==> src/design/qle_pkg.sv <==
// Shared types, constants and helper functions of the tabular Q-learning engine.
package qle_pkg;

  // Default table geometry.
  localparam int unsigned STATES_DEF  = 64;
  localparam int unsigned ACTIONS_DEF = 8;

  // Fixed field widths.
  localparam int VAL_W      = 24;
  localparam int RATE_W     = 16;
  localparam int CNT_W      = 4;
  localparam int ROW_W      = 6;
  localparam int ACT_W      = 3;
  localparam int CFG_IDX_W  = 2;
  localparam int CFG_DATA_W = 16;

  // Configuration register indexes.
  localparam logic [CFG_IDX_W-1:0] CFG_LEARNING_RATE = 2'd0;
  localparam logic [CFG_IDX_W-1:0] CFG_DISCOUNT      = 2'd1;
  localparam logic [CFG_IDX_W-1:0] CFG_ACTION_COUNT  = 2'd2;

  // Configuration reset values.
  localparam logic [RATE_W-1:0] LEARNING_RATE_RST = 16'd6554;
  localparam logic [RATE_W-1:0] DISCOUNT_RST      = 16'd58982;
  localparam logic [CNT_W-1:0]  ACTION_COUNT_RST  = 4'd8;

  // Request kinds.
  localparam logic KIND_DECIDE = 1'b0;
  localparam logic KIND_TRAIN  = 1'b1;

  // Q11.12 limits and the starting value of the row maximum (-500.0).
  localparam logic signed [VAL_W-1:0] QMAX_FLOOR = -24'sd2048000;
  localparam logic signed [VAL_W-1:0] VAL_MAX    = 24'sh7FFFFF;
  localparam logic signed [VAL_W-1:0] VAL_MIN    = 24'sh800000;

  typedef logic signed [VAL_W-1:0] qval_t;

  // Result of the update unit.
  typedef struct packed {
    logic  done;
    qval_t value;
    logic  sat;
  } upd_res_t;

  // Reduces a narrow index modulo m by restoring compare and subtract steps.
  function automatic logic [ROW_W-1:0] reduce_mod(input logic [ROW_W-1:0] v,
                                                  input int unsigned m);
    logic [ROW_W-1:0] r;
    int               i;
    r = v;
    for (i = ROW_W - 1; i >= 0; i--) begin
      if (32'(r) >= (m << i)) begin
        r = r - ROW_W'(m << i);
      end
    end
    return r;
  endfunction

endpackage

==> src/design/qle_update.sv <==
// Pipelined Q-learning update: difference, split multiply, rounding and saturation.
module qle_update (
  input  logic                           clk,
  input  logic                           rst_n,
  input  logic                           go,
  input  qle_pkg::qval_t                 reward,
  input  logic [qle_pkg::RATE_W-1:0]     discount,
  input  logic [qle_pkg::RATE_W-1:0]     learning_rate,
  input  qle_pkg::qval_t                 max_val,
  input  qle_pkg::qval_t                 q_val,
  output qle_pkg::upd_res_t              res
);

  localparam int LAT    = 6;
  localparam int DM_W   = qle_pkg::VAL_W + qle_pkg::RATE_W + 1;
  localparam int DIFF_W = DM_W + 1;
  localparam int LO_W   = DIFF_W / 2;
  localparam int HI_W   = DIFF_W - LO_W;
  localparam int LR_W   = qle_pkg::RATE_W + 1;
  localparam int PLO_W  = LO_W + 1 + LR_W;
  localparam int PHI_W  = HI_W + LR_W;
  localparam int SUM_W  = DIFF_W + qle_pkg::RATE_W + 2;
  localparam int STEP_W = SUM_W - 32;
  localparam int NV_W   = STEP_W + 1;

  logic [LAT-1:0]             vld_r;
  qle_pkg::qval_t             q_r;
  qle_pkg::qval_t             rew_r;
  qle_pkg::qval_t             mx_r;
  logic [qle_pkg::RATE_W-1:0] disc_r;
  logic signed [DM_W-1:0]     dm_r;
  logic signed [DIFF_W-1:0]   diff_r;
  logic signed [DIFF_W-1:0]   diff_nxt;
  logic signed [PLO_W-1:0]    plo_r;
  logic signed [PHI_W-1:0]    phi_r;
  logic signed [SUM_W-1:0]    sum_nxt;
  logic signed [STEP_W-1:0]   step_r;
  logic signed [NV_W-1:0]     nv_sum;
  qle_pkg::qval_t             value_r;
  logic                       sat_r;
  logic signed [LR_W-1:0]     lr_s;

  assign lr_s = $signed({1'b0, learning_rate});

  always_comb begin
    diff_nxt = $signed({{(DIFF_W - qle_pkg::VAL_W - 16){rew_r[qle_pkg::VAL_W-1]}}, rew_r, 16'd0})
             + DIFF_W'(dm_r)
             - $signed({{(DIFF_W - qle_pkg::VAL_W - 16){q_r[qle_pkg::VAL_W-1]}}, q_r, 16'd0});
    // Rounding adds one half of the dropped 32 fraction bits before the floor.
    sum_nxt  = (SUM_W'(phi_r) <<< LO_W) + SUM_W'(plo_r) + (SUM_W'(1) <<< 31);
    nv_sum   = NV_W'(q_r) + NV_W'(step_r);
  end

  always_ff @(posedge clk) begin
    if (!rst_n) begin
      vld_r <= '0;
    end else begin
      vld_r <= {vld_r[LAT-2:0], go};
    end
  end

  always_ff @(posedge clk) begin
    if (go) begin
      q_r    <= q_val;
      rew_r  <= reward;
      mx_r   <= max_val;
      disc_r <= discount;
    end
    dm_r   <= $signed({1'b0, disc_r}) * mx_r;
    diff_r <= diff_nxt;
    plo_r  <= $signed({1'b0, diff_r[LO_W-1:0]}) * lr_s;
    phi_r  <= $signed(diff_r[DIFF_W-1:LO_W]) * lr_s;
    step_r <= sum_nxt[SUM_W-1:32];
    if (nv_sum > NV_W'(qle_pkg::VAL_MAX)) begin
      value_r <= qle_pkg::VAL_MAX;
      sat_r   <= 1'b1;
    end else if (nv_sum < NV_W'(qle_pkg::VAL_MIN)) begin
      value_r <= qle_pkg::VAL_MIN;
      sat_r   <= 1'b1;
    end else begin
      value_r <= nv_sum[qle_pkg::VAL_W-1:0];
      sat_r   <= 1'b0;
    end
  end

  assign res.done  = vld_r[LAT-1];
  assign res.value = value_r;
  assign res.sat   = sat_r;

endmodule

==> config.mk <==
export PLATFORM = sky130hd
export DESIGN_NAME = qle_update
export DESIGN_NICKNAME = d
export VERILOG_FILES = /design/src/design/qle_pkg.sv /design/src/design/qle_update.sv
export SDC_FILE = /design/constraint.sdc
export NUM_CORES = 2
export LEC_CHECK = 0
export ABC_CLOCK_PERIOD_IN_PS = 6800
export BUFFER_PORTS_ARGS = -buffer_cell sky130_fd_sc_hd__buf_2
export CORE_MARGIN = 2
export CORE_UTILIZATION = 55
export DETAILED_ROUTE_END_ITERATION = 8
export GPL_TIMING_DRIVEN = 0
export PLACE_DENSITY_LB_ADDON = 0.05
export SYNTH_ARGS = -nofsm -noshare
export SYNTH_HDL_FRONTEND = slang
export SYNTH_SLANG_ARGS = --single-unit
==> constraint.sdc <==
create_clock -name clk -period 6.8 [get_ports clk]
set_input_delay 0.68 -clock clk [delete_from_list [all_inputs] [get_ports clk]]
set_output_delay 0.68 -clock clk [all_outputs]
set_load 0.03 [all_outputs]
Yosys cells after proc, flatten, opt, wreduce, memory -nomap -nowiden
Cells that the tools add are included.
{ "classes": {"n_addsub": 5, "n_mul": 3, "n_lt_le_gt_ge": 2, "muxes": 2} }
{ "op_table": {"columns": ["cell", "count"], "rows": [
  ["59-bit by 38-bit adder with 60-bit output", 1],
  ["60-bit by 33-bit adder with 60-bit output (second input constant)", 1],
  ["40-bit by 41-bit adder with 42-bit output", 1],
  ["42-bit by 40-bit subtractor with 42-bit output", 1],
  ["17-bit by 24-bit multiplier with 41-bit output", 1],
  ["21-bit by 17-bit multiplier with 38-bit output", 1],
  ["21-bit by 16-bit multiplier with 37-bit output", 1],
  ["24-bit by 28-bit adder with 29-bit output", 1],
  ["29-bit by 24-bit > comparator with 1-bit output (second input constant)", 1],
  ["29-bit by 24-bit less-than comparator with 1-bit output (second input constant)", 1],
  ["24-bit 2-to-1 mux", 1],
  ["1-bit 2-to-1 mux", 1]
]} }
{ "word_totals": {"regBits": 305, "output_inout_bits": 26, "wordCells": 24} }

Longest topological paths before layout
{ "depth": {"ltp_word": 3, "mapped_depth": 25, "mapped_depth_nobuf": 24} }

Worst setup path after synthesis
No wires, ideal clock.
{ "synth_path": {"path_type": "input to register", "startpoint": "input learning_rate[8] in the netlist's numbering", "endpoint": "register plo_r[36]", "setup_time_ns": 0.121, "t_arrival_ns": 6.671, "t_required_ns": 6.679, "setup_slack_ns": 0.008, "path_stages": 25, "path_cell_list": "clkbuf_1 -> clkbuf_1 -> nand2_1 -> fa_1 -> inv_1 -> fa_1 -> inv_1 -> fa_1 -> inv_1 -> fa_1 -> inv_1 -> fa_1 -> fa_1 -> inv_1 -> ha_1 -> a21o_1 -> a21o_1 -> a211o_1 -> a221oi_1 -> o22ai_1 -> a21o_1 -> o41a_1 -> a211oi_1 -> o21bai_1 -> xnor2_1"} }
{ "synth_via": {"elab_chain_len": 1} }
{ "synth_lines": {"columns": ["element", "line", "text"], "rows": [
  ["start: declaration", "qle_update.sv:8", "input logic [qle_pkg::RATE_W-1:0] learning_rate,"],
  ["21-bit by 16-bit multiplier with 37-bit output", "qle_update.sv:71", "plo_r <= $signed({1'b0, diff_r[LO_W-1:0]}) * lr_s;"],
  ["end signal: assignment", "qle_update.sv:71", null],
  ["end: declaration", "qle_update.sv:34", "logic signed [PLO_W-1:0] plo_r;"]
]} }
Every way passes these cells.
A chain may end at the register's enable or synchronous reset.

Worst setup path in the final report
{ "layout_path": {"startpoint": "input learning_rate[3] in the netlist's numbering", "endpoint": "register plo_r[36]"} }
The elaborated chain is that of the path after synthesis.

==> impl_metrics.toml <==
[floorplanning]
die_area_um2 = 90800
rows = 109
io_pins = 133
start_util = 0.553
die_w_um = 301
fp.dieH_um = 301
core_um2 = 88000

[critical_path]
cp.depth = 25
r2r-end = "dm_r[35]$_DFF_P_"
slowest_delay_ns = 0.55
endpoint = "plo_r[36]$_DFF_P_"
reg2reg_slack_ns = 0.14
cp-end-kind = "flop"
arrival_ns = 7.17
cpMostUsedCell = "inv_1"
crit_family = "adder cells"
reg2reg_from = "disc_r[15]$_DFFE_PP_"
cp_max_fo = 10
crit_required_ns = 7.30
startpoint_type = "input port"
rr_worst_depth = 23
cp-startpoint = "learning_rate[3]"
cpMaxStageDelayCell = "fa_2"
path_class = "in -> reg"
path_buf_inv = 7

[grt]
grt_pass1_vias = 37400
grt.total_usage = 0.307
grt-ovfl-total = 0
antenna_found_initial = 3
grt_pass1_wl_um = 212000
grt_max_degree = 54

[clock_tree]
tritoncts = "built"
clock_sinks = 284
clk_latency_ns = 0.62
numCtsBuffers = 30
cts.clk_slew.worst_paths_ns = 0.07
cts-htree-levels = 1
cts-hold-fix-buffers = 0
cts_buffer_depth = 3
root_buffer = "clkbuf_16"

[timing]
period_needed_ns = 6.68
worst_pin_slew_ns = 0.840
skew_ns = 0.0276
final-hold-violation-count = 0
slew_headroom = 0.440
fin_setup_tns_ns = 0
rsz0062_at_grt = "true"
final_max_slew_viol_count = 0
fmax_mhz = 150
min_period_over_period = 0.982
finalSetupViolCount = 0

[synth]
synthesis.nets = 6775
ys_ff_latch = 284
syn-cell-area_um2 = 48600
synth_edf_count = 88
ys_seq_area_frac = 0.135
yosys_most_used_dff = "dfxtp_1"
synth_cell_type_count = 67
synth-async-reset-ratio = 0
syn_area_per_cell_um2 = 9.23
ys_warn_count = 0
syn_inst = 5267

[detailed_routing]
drt_first_pass_iters = 5
drc_errors = 0
vias_per_cell = 5.22
drtIter0Drc = 2157
wl_um = 133000
avgRoutedWirePerCell_um = 19.9
ant_nets = 0
via_count = 35000

[layout]
final_nets = 7022
syn2layout_area_growth_pct = 10.3
drive_gt1_frac = 0.0999
nFillCells = 7849

[placed_design]
port_buffers = 130
hpwl_um = 111000
routabilityCongestion = 0.952

[min_path]
hold_path.startpoint = "discount[9]"
min-delay-path-class = "in -> reg"

[status]
status = "completed"

[run]
cap_viol_max_count = 0
[cells in the mapped netlist (3+ instances only)]
cell / n / area share
nand2b_1: 20 / 0.0026
a21oi_1: 132 / 0.014
xnor2_1: 114 / 0.021
nor2_1: 109 / 0.0084
edfxtp_1: 88 / 0.054
a211oi_1: 18 / 0.0028
ha_1: 400 / 0.10
a31oi_1: 11 / 0.0014
fa_1: 1001 / 0.41
o21ai_1: 13 / 0.0013
nand4_1: 15 / 0.0019
o2111ai_1: 8 / 0.0014
o21a_1: 27 / 0.0042
o211ai_1: 5 / 0.00077
nand2_1: 737 / 0.057
a21o_1: 83 / 0.013
dfxtp_1: 196 / 0.081
o22ai_1: 3 / 0.00039
a211o_1: 6 / 0.0011
and3_1: 13 / 0.0017
o31ai_1: 10 / 0.0015
o21ai_2: 11 / 0.0020
nand3_1: 37 / 0.0038
and4_1: 5 / 0.00090
or2_2: 10 / 0.0013
xor2_1: 57 / 0.010
a21boi_0: 3 / 0.00046
clkbuf_1: 170 / 0.013
o21bai_1: 19 / 0.0029
inv_1: 1360 / 0.11
nor2b_1: 15 / 0.0019
a41oi_1: 3 / 0.00054
a221oi_1: 3 / 0.00054
or3_1: 5 / 0.00064
o21ai_0: 76 / 0.0078
nor3_1: 27 / 0.0028
o41ai_1: 3 / 0.00054
a41o_1: 3 / 0.00062
a31o_2: 6 / 0.0011
and2_1: 408 / 0.053
a221o_1: 3 / 0.00062
[sequential cells by signal (all words and copies together) (netlist names)]
name and count:
phi_r 38, vld_r 6, step_r 28, plo_r 16, value_r 24, dm_r 41, sat_r 1, rew_r 24
diff_r 42, mx_r 24, disc_r 16, q_r 24
[metal layers]
layer	routed length, µm	track usage	vias up
met5	0	0	-
met4	6190	0.119	0
met3	7390	0.0340	267
met2	63900	0.522	1096
met1	55800	0.405	17600
li1	-	-	16100
[cell usage in the layout, fill, tap and decap left out, types with 13 or more instances in the layout]
| cell type | synthesis | routed |
|---|---|---|
| clkbuf_1 | 170 | 21 |
| clkbuf_4 | 0 | 34 |
| fa_1 | 1001 | 991 |
| buf_2 | 1 | 146 |
| nor3_1 | 27 | 26 |
| buf_4 | 2 | 108 |
| nand3_1 | 37 | 36 |
| clkbuf_8 | 0 | 14 |
| a21o_1 | 83 | 83 |
| o21ai_2 | 11 | 14 |
| dfxtp_2 | 0 | 16 |
| dfxtp_4 | 0 | 26 |
| dfxtp_1 | 196 | 154 |
| o21ai_0 | 76 | 68 |
| o21bai_1 | 19 | 19 |
| nand4_1 | 15 | 15 |
| edfxtp_1 | 88 | 88 |
| a21oi_1 | 132 | 124 |
| buf_8 | 0 | 15 |
| nand2b_1 | 20 | 20 |
| nand2_1 | 737 | 736 |
| nor2b_1 | 15 | 15 |
| and3_1 | 13 | 13 |
| xor2_1 | 57 | 57 |
| clkbuf_2 | 0 | 38 |
| o21ai_1 | 13 | 18 |
| nor2_1 | 109 | 109 |
| buf_6 | 2 | 15 |
| a211oi_1 | 18 | 15 |
| o21a_1 | 27 | 27 |
| clkbuf_16 | 0 | 33 |
| inv_1 | 1360 | 1357 |
| ha_1 | 400 | 386 |
| and2_1 | 408 | 407 |
| xnor2_1 | 114 | 114 |
[final cells by class]
type | count | area (µm²) | area share
Timing Repair Buffer | 221 | 1400 | 0.0261
Tap cell | 1165 | 1460 | 0.0272
Inverter | 1360 | 5100 | 0.0952
Clock inverter | 17 | 171 | 0.00320
Sequential cell | 284 | 6680 | 0.125
Buffer | 169 | 1330 | 0.0248
Antenna cell | 2 | 5.00 | 0.0000934
Clock buffer | 39 | 857 | 0.0160
Multi-Input combinational cell | 3448 | 36600 | 0.683
[worst register-to-register path, stage by stage (launching register included)]
cell	delay [ns]
edfxtp_1	0.56
clkbuf_2	0.33
and2_1	0.24
ha_1	0.26
inv_1	0.05
fa_1	0.47
inv_1	0.06
fa_1	0.53
fa_1	0.44
fa_1	0.49
inv_1	0.05
fa_1	0.47
inv_1	0.06
ha_4	0.24
a21o_1	0.17
a21oi_2	0.20
o21ai_2	0.08
a221o_1	0.30
a41o_1	0.28
nor3b_4	0.19
o41a_1	0.46
a21o_1	0.20
a21o_1	0.20
a41o_1	0.24
[repair_timing]
item	CTS	global route
pin swaps	4	28
hold endpoints to repair	0	0
endpoints found under the setup margin	39	18
setup buffers	36	54
resized for setup	287	264
[per-stage QoR]
| stage | hold WS, ns | setup WS, ns | instance area, µm² | utilization | std cells |
|---|---|---|---|---|---|
| after global routing | 0.211 | -0.0679 | 53600 | 0.609 | 6704 |
| final | 0.232 | 0.123 | 53600 | 0.609 | 6705 |
| after CTS | 0.197 | 0.00732 | 52700 | 0.599 | 6652 |
| after global placement | 0.316 | -1.45 | 50700 | 0.577 | 6562 |
| after detailed placement | 0.319 | -1.50 | 50700 | 0.577 | 6563 |
| after floorplan | 0.310 | 0.00820 | 48600 | - | 5267 |
[cells by family after synthesis]
group | count (synthesis) | share of synthesized area
DFF | 284 | 0.135
xor gates and xnor gates | 171 | 0.0308
AOI/OAI and AO/OA | 463 | 0.0622
and+or+nand+nor | 1412 | 0.137
adders and majority gates | 1401 | 0.515
buffers and inverters | 1535 | 0.119
muxes | 1 | 0.000206
[how the worst min path moves through the flow]
stage,endpoint,slack (ns),cells past startpoint
3_5_place_dp,diff_r[0]$_DFF_P_,0.32,0
4_1_cts,rew_r[11]$_DFFE_PP_,0.20,1
6_report,disc_r[9]$_DFFE_PP_,0.23,1
3_3_place_gp,diff_r[0]$_DFF_P_,0.32,0
5_1_grt,rew_r[10]$_DFFE_PP_,0.21,1
2_1_floorplan,diff_r[0]$_DFF_P_,0.31,0
Power is left out: the tool's default activity adds up to more than one toggle a clock period on the data nets, which glitch-free logic cannot reach.
